<file path="config.mk">
export PLATFORM = sky130hd
export DESIGN_NAME = touch_gesture_classifier_top
export DESIGN_NICKNAME = d
export VERILOG_FILES = /design/src/rtl/core/tgc_pkg.sv /design/src/rtl/core/touch_gesture_classifier_top.sv /design/src/rtl/core/tgc_front.sv /design/src/rtl/core/tgc_fifo.sv /design/src/rtl/core/tgc_back.sv
export SDC_FILE = /design/constraint.sdc
export NUM_CORES = 2
export LEC_CHECK = 0
export BUFFER_PORTS_ARGS = -buffer_cell sky130_fd_sc_hd__clkbuf_2
export CORE_MARGIN = 4
export CORE_UTILIZATION = 30
export DETAILED_ROUTE_END_ITERATION = 8
export GPL_ROUTABILITY_DRIVEN = 0
export SYNTH_ARGS = -nofsm -noshare
export SYNTH_HDL_FRONTEND = slang
export SYNTH_SLANG_ARGS = --single-unit
</file>
<file path="constraint.sdc">
create_clock -name clk -period 25 [get_ports clk]
set_input_delay 1.25 -clock clk [delete_from_list [all_inputs] [get_ports clk]]
set_output_delay 1.25 -clock clk [all_outputs]
set_load 0.05 [all_outputs]
</file>
<file path="src/rtl/core/tgc_pkg.sv">
`default_nettype none

package tgc_pkg;

  // Geometry and time widths
  localparam int COORD_BITS = 12;
  localparam int TIME_BITS  = 32;
  localparam int FRAC_BITS  = 16;
  localparam int SIZE_BITS  = 13;
  localparam int MS_BITS    = 16;
  localparam int SQ_BITS    = 2 * COORD_BITS;

  // Stream packing
  localparam int IN_FIELD_BITS  = 2 * FRAC_BITS + 1 + TIME_BITS;
  localparam int IN_TDATA_BITS  = ((IN_FIELD_BITS + 7) / 8) * 8;
  localparam int OUT_TDATA_BITS = ((2 * COORD_BITS + 7) / 8) * 8;
  localparam int KIND_BITS      = 3;

  // Configuration port
  localparam int CFG_ADDR_BITS = 3;
  localparam int CFG_DATA_BITS = 16;

  // Register reset values
  localparam logic [SIZE_BITS-1:0]  WIDTH_RESET  = SIZE_BITS'(800);
  localparam logic [SIZE_BITS-1:0]  HEIGHT_RESET = SIZE_BITS'(480);
  localparam logic [MS_BITS-1:0]    TAP_RESET    = MS_BITS'(300);
  localparam logic [MS_BITS-1:0]    LONG_RESET   = MS_BITS'(600);
  localparam logic [COORD_BITS-1:0] LIMIT_RESET  = COORD_BITS'(25);
  localparam logic [COORD_BITS-1:0] SWIPE_RESET  = COORD_BITS'(60);
  localparam logic [SQ_BITS-1:0]    LIMIT_SQ_RESET = SQ_BITS'(25 * 25);
  localparam logic [SQ_BITS-1:0]    SWIPE_SQ_RESET = SQ_BITS'(60 * 60);

  // Queue between front and back
  localparam int FIFO_DEPTH = 4;
  localparam int FIFO_PTR_BITS = $clog2(FIFO_DEPTH);
  localparam int FIFO_CNT_BITS = $clog2(FIFO_DEPTH + 1);

  typedef logic [COORD_BITS-1:0] coord_t;
  typedef logic [TIME_BITS-1:0]  stamp_t;

  typedef enum logic [KIND_BITS-1:0] {
    CMD_FINGER_DOWN   = 3'd0,
    CMD_MOUSE_DOWN    = 3'd1,
    CMD_FINGER_MOTION = 3'd2,
    CMD_MOUSE_MOTION  = 3'd3,
    CMD_RELEASE       = 3'd4,
    CMD_TICK          = 3'd5
  } cmd_t;

  typedef enum logic [KIND_BITS-1:0] {
    GEST_NONE  = 3'd0,
    GEST_TAP   = 3'd1,
    GEST_LONG  = 3'd2,
    GEST_UP    = 3'd3,
    GEST_DOWN  = 3'd4,
    GEST_LEFT  = 3'd5,
    GEST_RIGHT = 3'd6
  } gesture_t;

  typedef enum logic [2:0] {
    OP_NOP,
    OP_PRESS,
    OP_MOTION,
    OP_RELEASE,
    OP_TICK
  } op_kind_t;

  typedef enum logic [CFG_ADDR_BITS-1:0] {
    REG_WIDTH  = 3'd0,
    REG_HEIGHT = 3'd1,
    REG_TAP    = 3'd2,
    REG_LONG   = 3'd3,
    REG_LIMIT  = 3'd4,
    REG_SWIPE  = 3'd5
  } reg_idx_t;

  // Decoded event handed from front to back
  typedef struct packed {
    op_kind_t kind;
    coord_t   x;
    coord_t   y;
    stamp_t   stamp;
  } op_t;

  // Live configuration, distances kept squared
  typedef struct packed {
    logic [SIZE_BITS-1:0] win_w;
    logic [SIZE_BITS-1:0] win_h;
    logic [MS_BITS-1:0]   tap_max;
    logic [MS_BITS-1:0]   long_press;
    logic [SQ_BITS-1:0]   limit_sq;
    logic [SQ_BITS-1:0]   swipe_sq;
  } cfg_t;

endpackage

`default_nettype wire

</file>
<file path="src/rtl/core/touch_gesture_classifier_top.sv">
// A word accepted on the input is written into the queue and, once the back end
// pops it, registered into the output word. Throughput: 1 word per cycle while
// the output is not stalled; the back end executes one event per cycle and a
// 4-entry queue absorbs output stalls before the input is held off.
// Reset: rst is synchronous, active high; it empties the queue, clears press
// state and the output valid, and loads the default register values.
`default_nettype none

module touch_gesture_classifier_top (
  input  wire logic                              clk,
  input  wire logic                              rst,
  input  wire logic                              s_tvalid,
  output logic                                   s_tready,
  input  wire logic [tgc_pkg::IN_TDATA_BITS-1:0] s_tdata,   // pos_x, pos_y, left_button, time_ms
  input  wire logic [tgc_pkg::KIND_BITS-1:0]     s_tuser,   // command
  output logic                                   m_tvalid,
  input  wire logic                              m_tready,
  output logic [tgc_pkg::OUT_TDATA_BITS-1:0]     m_tdata,   // gesture_x, gesture_y
  output logic [tgc_pkg::KIND_BITS-1:0]          m_tuser,   // gesture
  input  wire logic                              cfg_we,
  input  wire logic [tgc_pkg::CFG_ADDR_BITS-1:0] cfg_addr,
  input  wire logic [tgc_pkg::CFG_DATA_BITS-1:0] cfg_wdata
);
  import tgc_pkg::*;

  cfg_t   cfg;
  coord_t cfg_coord;
  logic   push, full, pop, empty;
  op_t    push_op, head;

  assign cfg_coord = cfg_wdata[COORD_BITS-1:0];

  // Configuration registers, distance limits stored squared
  always_ff @(posedge clk) begin
    if (rst) begin
      cfg.win_w      <= WIDTH_RESET;
      cfg.win_h      <= HEIGHT_RESET;
      cfg.tap_max    <= TAP_RESET;
      cfg.long_press <= LONG_RESET;
      cfg.limit_sq   <= LIMIT_SQ_RESET;
      cfg.swipe_sq   <= SWIPE_SQ_RESET;
    end else if (cfg_we) begin
      case (cfg_addr)
        REG_WIDTH:  cfg.win_w      <= cfg_wdata[SIZE_BITS-1:0];
        REG_HEIGHT: cfg.win_h      <= cfg_wdata[SIZE_BITS-1:0];
        REG_TAP:    cfg.tap_max    <= cfg_wdata[MS_BITS-1:0];
        REG_LONG:   cfg.long_press <= cfg_wdata[MS_BITS-1:0];
        REG_LIMIT:  cfg.limit_sq   <= cfg_coord * cfg_coord;
        REG_SWIPE:  cfg.swipe_sq   <= cfg_coord * cfg_coord;
        default: ;
      endcase
    end
  end

  tgc_front u_front (
    .s_tvalid (s_tvalid),
    .s_tready (s_tready),
    .s_tdata  (s_tdata),
    .s_tuser  (s_tuser),
    .cfg      (cfg),
    .full     (full),
    .push     (push),
    .push_op  (push_op)
  );

  tgc_fifo u_fifo (
    .clk     (clk),
    .rst     (rst),
    .push    (push),
    .push_op (push_op),
    .full    (full),
    .pop     (pop),
    .empty   (empty),
    .head    (head)
  );

  tgc_back u_back (
    .clk      (clk),
    .rst      (rst),
    .cfg      (cfg),
    .op_valid (!empty),
    .op       (head),
    .pop      (pop),
    .m_tvalid (m_tvalid),
    .m_tready (m_tready),
    .m_tdata  (m_tdata),
    .m_tuser  (m_tuser)
  );

endmodule

`default_nettype wire

</file>
<file path="src/rtl/core/tgc_front.sv">
`default_nettype none

module tgc_front (
  input  wire logic                              s_tvalid,
  output logic                                   s_tready,
  input  wire logic [tgc_pkg::IN_TDATA_BITS-1:0] s_tdata,  // pos_x, pos_y, left_button, time_ms
  input  wire logic [tgc_pkg::KIND_BITS-1:0]     s_tuser,  // command
  input  wire tgc_pkg::cfg_t                     cfg,
  input  wire logic                              full,
  output logic                                   push,
  output tgc_pkg::op_t                           push_op
);
  import tgc_pkg::*;

  localparam logic [FRAC_BITS-1:0] COORD_MAX = FRAC_BITS'((1 << COORD_BITS) - 1);

  logic [FRAC_BITS-1:0]           pos_x, pos_y;
  logic                           left;
  stamp_t                         stamp;
  logic [FRAC_BITS+SIZE_BITS-1:0] prod_x, prod_y;
  coord_t                         finger_x, finger_y, mouse_x, mouse_y;

  function automatic coord_t sat_coord(input logic [FRAC_BITS-1:0] v);
    return (v > COORD_MAX) ? COORD_MAX[COORD_BITS-1:0] : v[COORD_BITS-1:0];
  endfunction

  // Unpack word
  assign pos_x = s_tdata[FRAC_BITS-1:0];
  assign pos_y = s_tdata[2*FRAC_BITS-1:FRAC_BITS];
  assign left  = s_tdata[2*FRAC_BITS];
  assign stamp = s_tdata[2*FRAC_BITS+TIME_BITS:2*FRAC_BITS+1];

  // Finger fractions scaled to window pixels, truncated then saturated
  assign prod_x   = pos_x * cfg.win_w;
  assign prod_y   = pos_y * cfg.win_h;
  assign finger_x = sat_coord(FRAC_BITS'(prod_x[FRAC_BITS+SIZE_BITS-1:FRAC_BITS]));
  assign finger_y = sat_coord(FRAC_BITS'(prod_y[FRAC_BITS+SIZE_BITS-1:FRAC_BITS]));
  assign mouse_x  = sat_coord(pos_x);
  assign mouse_y  = sat_coord(pos_y);

  assign s_tready = !full;
  assign push     = s_tvalid && !full;

  // Classify the event
  always_comb begin
    push_op.kind  = OP_NOP;
    push_op.x     = finger_x;
    push_op.y     = finger_y;
    push_op.stamp = stamp;
    case (s_tuser)
      CMD_FINGER_DOWN:   push_op.kind = OP_PRESS;
      CMD_FINGER_MOTION: push_op.kind = OP_MOTION;
      CMD_MOUSE_DOWN: begin
        push_op.kind = left ? OP_PRESS : OP_NOP;
        push_op.x    = mouse_x;
        push_op.y    = mouse_y;
      end
      CMD_MOUSE_MOTION: begin
        push_op.kind = left ? OP_MOTION : OP_NOP;
        push_op.x    = mouse_x;
        push_op.y    = mouse_y;
      end
      CMD_RELEASE:       push_op.kind = OP_RELEASE;
      CMD_TICK:          push_op.kind = OP_TICK;
      default:           push_op.kind = OP_NOP;
    endcase
  end

endmodule

`default_nettype wire

</file>
<file path="src/rtl/core/tgc_fifo.sv">
`default_nettype none

module tgc_fifo (
  input  wire logic         clk,
  input  wire logic         rst,
  input  wire logic         push,
  input  wire tgc_pkg::op_t push_op,
  output logic              full,
  input  wire logic         pop,
  output logic              empty,
  output tgc_pkg::op_t      head
);
  import tgc_pkg::*;

  op_t                      slots [FIFO_DEPTH];
  logic [FIFO_PTR_BITS-1:0] wr_ptr, rd_ptr;
  logic [FIFO_CNT_BITS-1:0] count;

  assign full  = (count == FIFO_CNT_BITS'(FIFO_DEPTH));
  assign empty = (count == '0);
  assign head  = slots[rd_ptr];

  // Pointers and fill level
  always_ff @(posedge clk) begin
    if (rst) begin
      wr_ptr <= '0;
      rd_ptr <= '0;
      count  <= '0;
    end else begin
      if (push) wr_ptr <= wr_ptr + 1'b1;
      if (pop)  rd_ptr <= rd_ptr + 1'b1;
      if (push && !pop)      count <= count + 1'b1;
      else if (pop && !push) count <= count - 1'b1;
    end
  end

  // Entry storage
  always_ff @(posedge clk) begin
    if (push) slots[wr_ptr] <= push_op;
  end

endmodule

`default_nettype wire

</file>
<file path="src/rtl/core/tgc_back.sv">
`default_nettype none

module tgc_back (
  input  wire logic                               clk,
  input  wire logic                               rst,
  input  wire tgc_pkg::cfg_t                      cfg,
  input  wire logic                               op_valid,
  input  wire tgc_pkg::op_t                       op,
  output logic                                    pop,
  output logic                                    m_tvalid,
  input  wire logic                               m_tready,
  output logic [tgc_pkg::OUT_TDATA_BITS-1:0]      m_tdata,  // gesture_x, gesture_y
  output logic [tgc_pkg::KIND_BITS-1:0]           m_tuser   // gesture
);
  import tgc_pkg::*;

  // Press tracking state
  logic   pressed, pressed_next;
  logic   long_fired, long_fired_next;
  stamp_t press_time, press_time_next;
  coord_t press_x, press_x_next, press_y, press_y_next;
  coord_t now_x, now_x_next, now_y, now_y_next;

  // Result register
  gesture_t out_gesture, gesture;
  coord_t   out_x, out_y;

  logic signed [COORD_BITS:0]     dx, dy, ax, ay;
  logic signed [2*COORD_BITS+1:0] dx_prod, dy_prod;
  logic [SQ_BITS:0]               d2;
  stamp_t                         held;
  logic                           tap_ok, swipe_ok, long_ok;

  assign pop = op_valid && (!m_tvalid || m_tready);

  // Displacement, squared distance and held time
  assign dx      = $signed({1'b0, now_x}) - $signed({1'b0, press_x});
  assign dy      = $signed({1'b0, now_y}) - $signed({1'b0, press_y});
  assign ax      = dx[COORD_BITS] ? -dx : dx;
  assign ay      = dy[COORD_BITS] ? -dy : dy;
  assign dx_prod = dx * dx;
  assign dy_prod = dy * dy;
  assign d2      = {1'b0, dx_prod[SQ_BITS-1:0]} + {1'b0, dy_prod[SQ_BITS-1:0]};
  assign held    = op.stamp - press_time;

  assign tap_ok   = (d2 < {1'b0, cfg.limit_sq}) && (held < TIME_BITS'(cfg.tap_max));
  assign swipe_ok = (d2 >= {1'b0, cfg.swipe_sq});
  assign long_ok  = (held >= TIME_BITS'(cfg.long_press)) && (d2 <= {1'b0, cfg.limit_sq});

  // Event execution
  always_comb begin
    pressed_next    = pressed;
    long_fired_next = long_fired;
    press_time_next = press_time;
    press_x_next    = press_x;
    press_y_next    = press_y;
    now_x_next      = now_x;
    now_y_next      = now_y;
    gesture         = GEST_NONE;
    case (op.kind)
      OP_PRESS: begin
        pressed_next    = 1'b1;
        long_fired_next = 1'b0;
        press_time_next = op.stamp;
        press_x_next    = op.x;
        press_y_next    = op.y;
        now_x_next      = op.x;
        now_y_next      = op.y;
      end
      OP_MOTION: begin
        if (pressed) begin
          now_x_next = op.x;
          now_y_next = op.y;
        end
      end
      OP_RELEASE: begin
        if (pressed) begin
          pressed_next = 1'b0;
          if (!long_fired) begin
            if (tap_ok) begin
              gesture = GEST_TAP;
            end else if (swipe_ok) begin
              // vertical only when strictly dominant
              if (ay > ax) gesture = dy[COORD_BITS] ? GEST_UP : GEST_DOWN;
              else         gesture = dx[COORD_BITS] ? GEST_LEFT : GEST_RIGHT;
            end
          end
        end
      end
      OP_TICK: begin
        if (pressed && !long_fired && long_ok) begin
          long_fired_next = 1'b1;
          gesture         = GEST_LONG;
        end
      end
      default: ;
    endcase
  end

  // State update
  always_ff @(posedge clk) begin
    if (rst) begin
      pressed    <= 1'b0;
      long_fired <= 1'b0;
      press_time <= '0;
      press_x    <= '0;
      press_y    <= '0;
      now_x      <= '0;
      now_y      <= '0;
    end else if (pop) begin
      pressed    <= pressed_next;
      long_fired <= long_fired_next;
      press_time <= press_time_next;
      press_x    <= press_x_next;
      press_y    <= press_y_next;
      now_x      <= now_x_next;
      now_y      <= now_y_next;
    end
  end

  // Output word valid
  always_ff @(posedge clk) begin
    if (rst)           m_tvalid <= 1'b0;
    else if (pop)      m_tvalid <= 1'b1;
    else if (m_tready) m_tvalid <= 1'b0;
  end

  // Output word payload, position zero with no gesture
  always_ff @(posedge clk) begin
    if (pop) begin
      out_gesture <= gesture;
      out_x       <= (gesture == GEST_NONE) ? '0 : press_x;
      out_y       <= (gesture == GEST_NONE) ? '0 : press_y;
    end
  end

  assign m_tuser = out_gesture;
  assign m_tdata = OUT_TDATA_BITS'({out_y, out_x});

endmodule

`default_nettype wire

</file>
==> results by group <==
Critical path
  – Worst Path Max Fanout: 24
  – CP endpoint kind: register
  – Critical path class: register to register
  – Data required, critical path: 25.30 ns
  – Arrival time of the worst setup path: 12.34 ns
  – Critical path's slowest cell: xor2_2
  – Max incr delay on CP: 0.64 ns
  – Critical path startpoint category: register

STA
  – Setup TNS: 0 ns
  – Fin worst setup slack: 12.97 ns
  – Max_slew headroom: 19.5%
  – Tcrit/Tclk final: 48.1%
  – Fmax: 83.1 MHz
  – Tmin final: 12.03 ns
  – Slew Viols, Final: 0
  – Final Hold Fails: 0
  – WHS: 0.455 ns
  – RSZ-0062 raised after global routing: false
  – Final setup viols: 0
  – Worst-Margin Slew: 1.20 ns
  – Layout Skew: 0.0308 ns

Logic synthesis
  – Post-synth EDFFs: 263
  – Synth Instances: 5159
  – Post-synth ARST share: 0%
  – Main synth FF type: edfxtp_1
  – Sequential share of the synthesized area: 23.9%
  – Synth top area share: 26.5%
  – Syn Std Cell Area: 0.0496 mm²
  – Synth area leaders: fa_1 (26%), edfxtp_1 (16%), ha_1 (13%), dfxtp_1 (7.9%), inv_1 (7.2%)
  – Ys Warns: 0
  – Largest area contributor in the netlist: fa_1
  – Syn avg cell area: 9.61 µm²
  – Syn Nets: 6415
  – Yosys cell types: 84
  – Yosys reg bits: 459

Clock network
  – Setup Fix Bufs, Post-CTS: 0
  – CTS Root Cell: clkbuf_16
  – TritonCTS Sinks: 459
  – Clk slew on worst S/H paths: 0.07 ns
  – Max Root-Sink Buffers: 3
  – TritonCTS clock tree: built
  – Hold buffers post-CTS: 0
  – H-tree Lvls: 2
  – Post-CTS sizing: 0
  – Clock latency on the worst-skew pair: 0.60 ns
  – CTS buffer count: 42

Worst hold path
  – HP Class: register to register

Global route
  – GRT Total Usage: 14.4%
  – First-pass GRT wire length: 201 mm
  – Largest net degree at the start of global routing: 101
  – Gr ovfl total: 0
  – Vias in the first global route: 37128
  – Initial antenna violation count: 12

Routing
  – Via-per-instance ratio: 4.73
  – Drt drc: 0
  – Initial DRC Count: 1874
  – Final wirelength: 124 mm
  – DR pass1 iterations: 5
  – Post-route ant nets: 0
  – Vias: 34883
  – Routed WL per cell: 16.8 µm

Placement
  – Placed wire-length estimate: 95.5 mm
  – Post-place setup slack: 13.09 ns
  – Cells after DPL: 7292
  – Port Buffer Count: 120

Floorplan
  – Die height: 414 µm
  – Core Footprint: 0.164 mm²
  – I/O pin cnt: 128
  – Die W: 414 µm
  – Starting Density: 30.3%
  – Die footprint: 0.172 mm²
  – Row Count: 148

Layout
  – Area delta synth->final: 8.71%
  – Nets: 6417
  – Filler Cell Count: 16673
  – Non-Filler Instances: 7381
  – Commonest non-fill, non-tap cell in the layout: inv_1
  – Share of post-route cells with drive strength above 1: 6.20%
  – Most frequent cells in the layout: inv_1 (945), nand2_1 (750), fa_1 (655)

Outcome
  – Status: completed

Flow run
  – # Max-Cap Violations: 0
## critical path: cells and delay by family, from the launching register on
kind                     cells  cell delay [ns]
adder cells (fa/ha/maj)     10             4.05
flip-flops                   1             0.38
buffers and inverters        5             0.27
XOR/XNOR                     4             1.45
AND/OR/NAND/NOR              9             1.67
AO/OA/AOI/OAI               17             3.90
## cell type report
cell class / count / area [µm²] / share of cell area [%]
Clock inverter: 23 / 258 / 0.478
Clock buffer: 54 / 1160 / 2.15
Inverter: 959 / 3600 / 6.68
Tap cell: 2175 / 2720 / 5.05
Timing Repair Buffer: 158 / 892 / 1.66
Multi-Input combinational cell: 3541 / 33400 / 62.0
Antenna cell: 12 / 30.0 / 0.0557
Sequential cell: 459 / 11800 / 22.0
## layer usage
layer	share of wire, %	routed length [µm]	track usage (%)	vias up
met2	50	61800	25.4	716
met1	43	53600	18.5	17472
met3	3.8	4730	1.34	179
met5	0.011	13	0	-
met4	3.0	3650	4.63	2
li1	-	-	-	16514
## kinds of logic (layout without fill, tap and decap cells)
group           count (synthesis)  count (layout)  synth area share [%]
mux                            87              87                  3.25
other cells                     0              12                     0
simple gates                 1484            1484                  13.5
compound gates                623             623                  8.06
fa+ha+maj                    1157            1157                  39.1
buf+inv                      1159            1194                  8.84
xor+xnor                      190             190                  3.39
flops                         459             459                  23.9
## cell usage after synthesis (all sizes together) (35+ instances only)
master,number
o21a,43
o21ai,82
a21oi,253
nand3,35
fa,655
mux4,59
edfxtp,263
clkbuf,167
dfxtp,196
ha,502
inv,950
nor3,54
nand2,750
nor2,283
and2,188
xor2,64
xnor2,126
a21o,63
## worst paths after layout
path / from / endpoint / slack [ns] / depth (start not counted)
setup / recovery: u_back.press_x[1] / u_back.out_y[9] / 12.97 / 45
hold / removal: cfg[20] / cfg[20] / 0.45 / 2
setup reg to reg: u_back.press_x[1] / u_back.out_y[9] / 12.97 / 45
hold reg to reg: cfg[20] / cfg[20] / 0.45 / 2
## sequential cells by signal, indices dropped and copies added (netlist names), named ones only
register / count
u_fifo.slots: 236
cfg: 104
u_back.press_time: 32
u_back.now_x: 12
u_back.now_y: 12
u_back.out_x: 12
u_back.out_y: 12
u_back.press_x: 12
u_back.press_y: 12
u_back.m_tuser: 3
u_fifo.count: 3
u_fifo.rd_ptr: 2
u_fifo.wr_ptr: 2
u_back.long_fired: 1
u_back.m_tvalid: 1
u_back.pressed: 1
## metrics by stage
step                area [µm²]  util, %
floorplan                49600        -
global placement         52400     32.1
detailed placement       52400     32.1
CTS                      53800     32.9
global route             53900     32.9
finish                   53900     32.9
Power is not shown: default switching activity piles up to over one toggle a cycle in this logic, so the estimate is an artifact.
